===== config.mk =====
export PLATFORM = sky130hd
export DESIGN_NAME = sync_packet_deframer_fletcher8_core
export DESIGN_NICKNAME = d
export VERILOG_FILES = /design/src/rtl/core/spdf_pkg.sv /design/src/rtl/core/spdf_in_stage.sv /design/src/rtl/core/spdf_frame_fsm.sv /design/src/rtl/core/spdf_out_stage.sv /design/src/rtl/core/sync_packet_deframer_fletcher8_core.sv
export VERILOG_INCLUDE_DIRS = /design/src /design/src/rtl/core
export SDC_FILE = /design/constraint.sdc
export NUM_CORES = 1
export LEC_CHECK = 0
export ABC_AREA = 1
export BUFFER_PORTS_ARGS = -buffer_cell sky130_fd_sc_hd__buf_2
export CAP_MARGIN = 20
export CELL_PAD_IN_SITES_DETAIL_PLACEMENT = 1
export CELL_PAD_IN_SITES_GLOBAL_PLACEMENT = 1
export CORE_ASPECT_RATIO = 0.6
export CORE_MARGIN = 2
export CORE_UTILIZATION = 35
export CTS_CLUSTER_SIZE = 8
export DETAILED_ROUTE_END_ITERATION = 10
export GPL_TIMING_DRIVEN = 0
export PLACE_DENSITY = 0.77
export SETUP_SLACK_MARGIN = 0.02
export SYNTH_ARGS = -nofsm -noshare
export SYNTH_HDL_FRONTEND = slang
export SYNTH_HIERARCHICAL = 1
export SYNTH_SLANG_ARGS = --single-unit

===== constraint.sdc =====
create_clock -name aclk -period 3 [get_ports aclk]
set_input_delay 0.45 -clock aclk [delete_from_list [all_inputs] [get_ports aclk]]
set_output_delay 0.45 -clock aclk [all_outputs]
set_load 0.01 [all_outputs]

===== src/rtl/core/sync_packet_deframer_fletcher8_core_macros.svh =====
// Assertion macros shared by the deframer RTL.
// No dependencies; included by modules that carry concurrent assertions.
`ifndef SYNC_PACKET_DEFRAMER_FLETCHER8_CORE_MACROS_SVH
`define SYNC_PACKET_DEFRAMER_FLETCHER8_CORE_MACROS_SVH

// Same-cycle implication, checked outside reset
`define SPDF_ASSERT_NOW(lbl, clk, rstn, ante, cons) \
    lbl: assert property (@(posedge clk) disable iff (!(rstn)) (ante) |-> (cons)) \
        else $error("spdf check failed");

// Next-cycle implication, checked outside reset
`define SPDF_ASSERT_NEXT(lbl, clk, rstn, ante, cons) \
    lbl: assert property (@(posedge clk) disable iff (!(rstn)) (ante) |=> (cons)) \
        else $error("spdf check failed");

`endif


===== src/rtl/core/spdf_pkg.sv =====
// Shared types and constants for the sync-header packet deframer.
// No dependencies; imported by every module of the block.
`default_nettype none

package spdf_pkg;

    // Configuration register indexes and reset values
    localparam logic CFG_IDX_SYNC_FIRST  = 1'b0;
    localparam logic CFG_IDX_SYNC_SECOND = 1'b1;
    localparam logic [7:0] SYNC_FIRST_RESET  = 8'd147;
    localparam logic [7:0] SYNC_SECOND_RESET = 8'd224;

    // Result kinds
    localparam logic KIND_PAYLOAD = 1'b0;
    localparam logic KIND_STATUS  = 1'b1;

    // Packed master tdata width (33 bits of fields, padded to whole bytes)
    localparam int M_TDATA_W = 40;

    // One result item
    typedef struct packed {
        logic       kind;
        logic [7:0] data_byte;
        logic [7:0] frame_id;
        logic [7:0] byte_index;
        logic [7:0] frame_length;
        logic       checksum_good;
    } spdf_result_t;

endpackage

`default_nettype wire


===== src/rtl/core/spdf_in_stage.sv =====
// Input register of the deframer: holds one received byte.
// Depends on spdf_pkg.
`default_nettype none

module spdf_in_stage
    import spdf_pkg::*;
(
    input  wire logic       aclk,
    input  wire logic       aresetn,
    input  wire logic       s_tvalid,
    output logic            s_tready,
    input  wire logic [7:0] s_tdata,
    input  wire logic       take,       // byte consumed by the frame logic
    output logic            byte_valid,
    output logic [7:0]      byte_value
);

    logic       valid_reg;
    logic       valid_next;
    logic [7:0] byte_reg;

    // Free when empty or drained in this cycle
    assign s_tready   = !valid_reg || take;
    assign byte_valid = valid_reg;
    assign byte_value = byte_reg;

    always_comb begin
        valid_next = valid_reg;
        if (s_tvalid && s_tready) begin
            valid_next = 1'b1;
        end else if (take) begin
            valid_next = 1'b0;
        end
    end

    always_ff @(posedge aclk) begin
        if (!aresetn) begin
            valid_reg <= 1'b0;
        end else begin
            valid_reg <= valid_next;
        end
    end

    // Payload register, no reset
    always_ff @(posedge aclk) begin
        if (s_tvalid && s_tready) begin
            byte_reg <= s_tdata;
        end
    end

endmodule

`default_nettype wire


===== src/rtl/core/spdf_frame_fsm.sv =====
// Frame parser: sync hunt, header, payload streaming, Fletcher-8 check.
// Depends on spdf_pkg and the shared assertion macros header.
`default_nettype none
`include "sync_packet_deframer_fletcher8_core_macros.svh"

module spdf_frame_fsm
    import spdf_pkg::*;
(
    input  wire logic       aclk,
    input  wire logic       aresetn,
    input  wire logic       step,        // process rx_byte this cycle
    input  wire logic [7:0] rx_byte,
    input  wire logic [7:0] sync_first,
    input  wire logic [7:0] sync_second,
    output logic            res_valid,   // a result comes with this step
    output spdf_result_t    res
);

    localparam logic [2:0] PH_HUNT  = 3'd0;
    localparam logic [2:0] PH_SYNC2 = 3'd1;
    localparam logic [2:0] PH_ID    = 3'd2;
    localparam logic [2:0] PH_LEN   = 3'd3;
    localparam logic [2:0] PH_PAY   = 3'd4;
    localparam logic [2:0] PH_LOW   = 3'd5;
    localparam logic [2:0] PH_HIGH  = 3'd6;

    logic [2:0] phase_reg,  phase_next;
    logic [7:0] id_reg,     id_next;
    logic [7:0] len_reg,    len_next;
    logic [7:0] count_reg,  count_next;
    logic [7:0] sum_a_reg,  sum_a_next;
    logic [7:0] sum_b_reg,  sum_b_next;
    logic [7:0] low_reg,    low_next;

    logic [7:0] sum_a_add;
    logic [7:0] sum_b_add;
    logic [7:0] count_inc;

    // Running sums, both mod 256
    assign sum_a_add = sum_a_reg + rx_byte;
    assign sum_b_add = sum_b_reg + sum_a_add;
    assign count_inc = count_reg + 8'd1;

    // Next state and result for one byte
    always_comb begin
        phase_next = phase_reg;
        id_next    = id_reg;
        len_next   = len_reg;
        count_next = count_reg;
        sum_a_next = sum_a_reg;
        sum_b_next = sum_b_reg;
        low_next   = low_reg;
        res_valid  = 1'b0;
        res.kind          = KIND_PAYLOAD;
        res.data_byte     = 8'd0;
        res.frame_id      = id_reg;
        res.byte_index    = 8'd0;
        res.frame_length  = len_reg;
        res.checksum_good = 1'b0;
        case (phase_reg)
            PH_SYNC2: begin
                // second sync test wins when both sync values are equal
                if (rx_byte == sync_second) begin
                    phase_next = PH_ID;
                end else if (rx_byte != sync_first) begin
                    phase_next = PH_HUNT;
                end
            end
            PH_ID: begin
                id_next    = rx_byte;
                sum_a_next = sum_a_add;
                sum_b_next = sum_b_add;
                phase_next = PH_LEN;
            end
            PH_LEN: begin
                len_next   = rx_byte;
                sum_a_next = sum_a_add;
                sum_b_next = sum_b_add;
                // empty frame goes straight to the check bytes
                phase_next = (rx_byte == 8'd0) ? PH_LOW : PH_PAY;
            end
            PH_PAY: begin
                sum_a_next = sum_a_add;
                sum_b_next = sum_b_add;
                count_next = count_inc;
                if (count_inc >= len_reg) begin
                    phase_next = PH_LOW;
                end
                res_valid      = 1'b1;
                res.data_byte  = rx_byte;
                res.byte_index = count_reg;
            end
            PH_LOW: begin
                low_next   = rx_byte;
                phase_next = PH_HIGH;
            end
            PH_HIGH: begin
                phase_next        = PH_HUNT;
                res_valid         = 1'b1;
                res.kind          = KIND_STATUS;
                res.checksum_good = (low_reg == sum_a_reg) && (rx_byte == sum_b_reg);
            end
            default: begin
                phase_next = PH_HUNT;
                if (rx_byte == sync_first) begin
                    count_next = 8'd0;
                    sum_a_next = 8'd0;
                    sum_b_next = 8'd0;
                    phase_next = PH_SYNC2;
                end
            end
        endcase
    end

    always_ff @(posedge aclk) begin
        if (!aresetn) begin
            phase_reg <= PH_HUNT;
            id_reg    <= 8'd0;
            len_reg   <= 8'd0;
            count_reg <= 8'd0;
            sum_a_reg <= 8'd0;
            sum_b_reg <= 8'd0;
            low_reg   <= 8'd0;
        end else if (step) begin
            phase_reg <= phase_next;
            id_reg    <= id_next;
            len_reg   <= len_next;
            count_reg <= count_next;
            sum_a_reg <= sum_a_next;
            sum_b_reg <= sum_b_next;
            low_reg   <= low_next;
        end
    end

    // Results only come from payload and high check byte phases
    `SPDF_ASSERT_NOW(a_res_phase, aclk, aresetn, res_valid, (phase_reg == PH_PAY) || (phase_reg == PH_HIGH))
    // Last payload byte moves on to the low check byte
    `SPDF_ASSERT_NEXT(a_pay_end, aclk, aresetn, step && (phase_reg == PH_PAY) && (count_inc >= len_reg), phase_reg == PH_LOW)
    // Status result closes the frame
    `SPDF_ASSERT_NEXT(a_frame_close, aclk, aresetn, step && (phase_reg == PH_HIGH), phase_reg == PH_HUNT)

endmodule

`default_nettype wire


===== src/rtl/core/spdf_out_stage.sv =====
// Output register of the deframer: holds one result until taken.
// Depends on spdf_pkg.
`default_nettype none

module spdf_out_stage
    import spdf_pkg::*;
(
    input  wire logic                 aclk,
    input  wire logic                 aresetn,
    input  wire logic                 load,      // new result from the parser
    input  wire spdf_result_t         res,
    output logic                      free,      // can take a result this cycle
    output logic                      m_tvalid,
    input  wire logic                 m_tready,
    output logic [M_TDATA_W-1:0]      m_tdata,
    output logic                      m_tuser
);

    logic         valid_reg;
    logic         valid_next;
    spdf_result_t res_reg;

    assign free     = !valid_reg || m_tready;
    assign m_tvalid = valid_reg;
    assign m_tuser  = res_reg.kind;
    assign m_tdata  = {7'd0, res_reg.checksum_good, res_reg.frame_length,
                       res_reg.byte_index, res_reg.frame_id, res_reg.data_byte};

    always_comb begin
        valid_next = valid_reg;
        if (load) begin
            valid_next = 1'b1;
        end else if (m_tready) begin
            valid_next = 1'b0;
        end
    end

    always_ff @(posedge aclk) begin
        if (!aresetn) begin
            valid_reg <= 1'b0;
        end else begin
            valid_reg <= valid_next;
        end
    end

    // Payload register, no reset
    always_ff @(posedge aclk) begin
        if (load) begin
            res_reg <= res;
        end
    end

endmodule

`default_nettype wire


===== src/rtl/core/sync_packet_deframer_fletcher8_core.sv =====
// Top level of the sync-header packet deframer with Fletcher-8 check.
// Depends on spdf_pkg, spdf_in_stage, spdf_frame_fsm and spdf_out_stage.
//
//  Channel  | Dir | Handshake          | Contents
//  ---------+-----+--------------------+-----------------------------------------
//  s_       | in  | s_tvalid/s_tready  | tdata[7:0] rx_byte
//  m_       | out | m_tvalid/m_tready  | tuser kind; tdata data, id, index, length, good
//  cfg_     | in  | cfg_valid/cfg_ready| cfg_index 0 sync_first, 1 sync_second
//
// One received byte per cycle while the output register is free; a byte is held in
// the input register and its result appears in the output register the cycle after it is parsed.
// A held output result stalls the parser, which then back-pressures s_tready.
// Synchronous active-low reset returns to sync hunt with default sync values.
`default_nettype none

module sync_packet_deframer_fletcher8_core
    import spdf_pkg::*;
(
    input  wire logic                 aclk,
    input  wire logic                 aresetn,
    // received bytes
    input  wire logic                 s_tvalid,
    output logic                      s_tready,
    input  wire logic [7:0]           s_tdata,    // [7:0] rx_byte
    // results
    output logic                      m_tvalid,
    input  wire logic                 m_tready,
    output logic [M_TDATA_W-1:0]      m_tdata,    // [7:0] data_byte, [15:8] frame_id,
                                                  // [23:16] byte_index,
                                                  // [31:24] frame_length,
                                                  // [32] checksum_good, [39:33] zero
    output logic                      m_tuser,    // [0] kind
    // configuration writes
    input  wire logic                 cfg_valid,
    output logic                      cfg_ready,
    input  wire logic                 cfg_index,
    input  wire logic [7:0]           cfg_data
);

    logic         byte_valid;
    logic [7:0]   byte_value;
    logic         out_free;
    logic         step;
    logic         res_valid;
    spdf_result_t res;
    logic [7:0]   sync_first_reg;
    logic [7:0]   sync_second_reg;

    // Sync byte registers
    assign cfg_ready = 1'b1;

    always_ff @(posedge aclk) begin
        if (!aresetn) begin
            sync_first_reg  <= SYNC_FIRST_RESET;
            sync_second_reg <= SYNC_SECOND_RESET;
        end else if (cfg_valid && cfg_ready) begin
            if (cfg_index == CFG_IDX_SYNC_FIRST) begin
                sync_first_reg <= cfg_data;
            end
            if (cfg_index == CFG_IDX_SYNC_SECOND) begin
                sync_second_reg <= cfg_data;
            end
        end
    end

    // Parse a byte whenever the output register has room
    assign step = byte_valid && out_free;

    spdf_in_stage u_in (
        .aclk       (aclk),
        .aresetn    (aresetn),
        .s_tvalid   (s_tvalid),
        .s_tready   (s_tready),
        .s_tdata    (s_tdata),
        .take       (step),
        .byte_valid (byte_valid),
        .byte_value (byte_value)
    );

    spdf_frame_fsm u_fsm (
        .aclk        (aclk),
        .aresetn     (aresetn),
        .step        (step),
        .rx_byte     (byte_value),
        .sync_first  (sync_first_reg),
        .sync_second (sync_second_reg),
        .res_valid   (res_valid),
        .res         (res)
    );

    spdf_out_stage u_out (
        .aclk     (aclk),
        .aresetn  (aresetn),
        .load     (step && res_valid),
        .res      (res),
        .free     (out_free),
        .m_tvalid (m_tvalid),
        .m_tready (m_tready),
        .m_tdata  (m_tdata),
        .m_tuser  (m_tuser)
    );

endmodule

`default_nettype wire


==> results.sh <==
export IMPL_status="finished clean"
export IMPL_hold_viol_final=0
export IMPL_first_pass_iters=5
export IMPL_period_minus_slack_ns=2.80
export IMPL_tightest_slew_ns=0.995
export IMPL_setup_slack_ns=0.204
export IMPL_path_class="flip-flop to flip-flop"
export IMPL_clockRootBuffer="clkbuf_16"
export IMPL_grt_usage=0.198
export IMPL_synth_seq_cells=111
export IMPL_cp_slowest_stage_delay_ns=0.47
export IMPL_timing_slew_headroom=0.335
export IMPL_min_to="u_in/byte_value[4]"
export IMPL_clk_latency_ns=0.35
export IMPL_worstPathMaxFanout=4
export IMPL_ys_types=38
export IMPL_drc_errors=0
export IMPL_synth_most_common_cell="nand2_1"
export IMPL_cp_num_buf_inv=2
export IMPL_die_y_um=101
export IMPL_peakVddDrop_uv=342
export IMPL_rrSetupSlack_ns=0.20
export IMPL_synth_top_area_frac=0.252
export IMPL_r2r_cells=15
export IMPL_synth_edf_count=42
export IMPL_postSynth_asyncResetShare=0
export IMPL_core_um2=15300
export IMPL_io_pins=66
export IMPL_rsz0062_at_grt="no"
export IMPL_yosysWarnings=6
export IMPL_cts_sink_count=111
export IMPL_syn_area_um2=5480
export IMPL_clockBufferDepth=2
export IMPL_vias=4799
export IMPL_p_total_mw=3.32
export IMPL_grt_pass1_wl_um=25200
export IMPL_ys_top_cells_by_area="dfxtp_1 (25%), edfxtp_1 (23%), nand2_1 (9.4%)"
export IMPL_antenna_found_initial=0
export IMPL_final_nets=778
export IMPL_hpwl_um=12500
export IMPL_r2r_start="u_in/byte_value[0]"
export IMPL_worst_ep_required_time_ns=3.21
export IMPL_hold_start="s_tdata[4]"
export IMPL_largest_reg_flops=33
export IMPL_die_area_um2=16700
export IMPL_cts_buffers=9
export IMPL_multiInputGateArea_um2=2400
export IMPL_min_period_over_period=0.932
export IMPL_drive_gt1_frac=0.168
export IMPL_start_util=0.357
export IMPL_hp_class="input port to flip-flop"
export IMPL_pre_cts_slack_ns=-0.0413
export IMPL_fillers=1878
export IMPL_die_x_um=165
export IMPL_grt_pass1_vias=4787
export IMPL_seqCellArea_um2=2640
export IMPL_setup_violations=0
export IMPL_synthFlopType="dfxtp_1"
export IMPL_via_per_inst=5.11
export IMPL_row_count=35
export IMPL_cpLargestDelayFamily="adder cells"
export IMPL_ant_nets=0
export IMPL_diodes=0
export IMPL_cpMaxStageDelayCell="edfxtp_1"
export IMPL_overflow=0
export IMPL_worstPathArrival_ns=3.00
export IMPL_drt_iter0_drc=337
export IMPL_port_buffers=57
export IMPL_path_clk_slew_ns=0.07
export IMPL_skew_ns=0.00945
export IMPL_wire_per_inst_um=17.4
export IMPL_max_freq_mhz=358
export IMPL_synthCells=652
export IMPL_synth_top_cells_by_count="nand2_1 (137), inv_1 (80), dfxtp_1 (69)"
export IMPL_rr_endpoint="u_fsm/sum_b_reg[7]"
export IMPL_cp_end_kind="flip-flop"
export IMPL_syn_avg_cell_area_um2=8.40
export IMPL_yosysTopAreaCell="dfxtp_1"
export IMPL_holdPathStages=1
export IMPL_critPathLaunchType="flip-flop"
export IMPL_p_leak_nw=2.81
export IMPL_grt_start_max_net_pins=36
export IMPL_routed_wl_um=16300
export IMPL_maxCapViolations=0
export IMPL_area_delta_synth_final_pct=17.2
export IMPL_h_tree_depth=3
export IMPL_cts_tree="yes"
export IMPL_cellPowerDensity_nw_per_um2=517
export IMPL_yosysSeqAreaShare=0.483
export IMPL_slew_violations=0
export IMPL_crit_chain="ha_1, fa_2, a31oi_1, xor2_1, inv_1, ha_4, nand2_1, inv_1, nand4_1, nand3_1, nand2_1, nand2_1, nand3_1, nand3_1, a21oi_1"
export IMPL_gp_congestion=0.861
what timing repair did:
action | CTS | global route
cloned | 0 | 0
setup buffers | 1 | 4
hold buffers | 0 | 0
setup endpoints to repair | 2 | 3
gates resized for setup | 0 | 2
cell families (layout without fill, tap and decap cells):
kind of cell,Yosys count,in the layout,synth area share
adder cells (fa/ha/maj),25,25,0.0599
XOR/XNOR,24,24,0.0384
other,2,8,0.00137
AO/OA/AOI/OAI,108,108,0.108
buffers and inverters,110,188,0.0880
flip-flops,111,111,0.483
AND/OR/NAND/NOR,272,272,0.222
report_power, final:
group          leakage [nW]  switching, mW  internal [mW]
Combinational          1.70          0.236          0.126
Clock                 0.153          0.570          0.739
Sequential            0.954         0.0460           1.61
cell usage in the layout (no fill, tap or decap), drive strengths merged, types with 2 or more instances in the layout:
cell type,instances
a22o,3
nand2,143
o21bai,3
a21oi,60
nor2,62
a221oi,3
a31oi,2
o22ai,4
xor2,17
dfxtp,69
edfxtp,42
nand3,40
or2,5
o21ai,31
clkinv,3
nor3,7
nand4,12
bufinv,2
conb,8
clkbuf,16
fa,2
inv,89
ha,23
buf,77
xnor2,7
metrics by stage:
step	util	hold WS [ns]	instance area, um2	cells	TNS, ns
global placement	0.394	0.420	6040	918	-5.45
floorplan	-	0.403	5500	658	0
global route	0.419	0.262	6420	939	0
finish	0.419	0.273	6420	939	0
CTS	0.416	0.265	6380	935	0
detailed placement	0.394	0.416	6050	918	-0.0589
worst reg2reg max path: stages (launching register included):
cell and delay, ns:
edfxtp_1 0.47, ha_1 0.28, fa_2 0.40, a31oi_1 0.18
xor2_1 0.17, inv_1 0.10, ha_4 0.30, nand2_1 0.06
inv_1 0.08, nand4_1 0.08, nand3_1 0.15, nand2_1 0.07
nand2_1 0.10, nand3_1 0.08, nand3_1 0.08, a21oi_1 0.06
per-layer routing:
metal,track usage,wire (um)
met1,0.284,7910
met2,0.304,7120
met3,0.0461,1180
met4,0.0424,139
met5,0,0
layout make-up:
type                    instances  share of cell area
plain buffers                  21              0.0222
multi-input cells             437               0.373
well taps                     203              0.0396
flip-flops and latches        111               0.412
repair buffers                 62              0.0503
clock inverters                 6              0.0146
clock buffers                  10              0.0357
inverters                      89              0.0528
worst max path at each step:
stage | from | end | cells past startpoint
after detailed placement | u_in/byte_value[0] | u_fsm/sum_b_reg[5] | 13
final | u_in/byte_value[0] | u_fsm/sum_b_reg[7] | 15
after global placement | m_tready | u_out/m_tvalid | 7
after global routing | u_in/byte_value[2] | u_fsm/sum_b_reg[6] | 15
after floorplan | u_in/byte_value[0] | u_fsm/sum_b_reg[5] | 13
after CTS | u_in/byte_value[0] | u_fsm/sum_b_reg[5] | 13
Power figures use the tool's default switching activity.
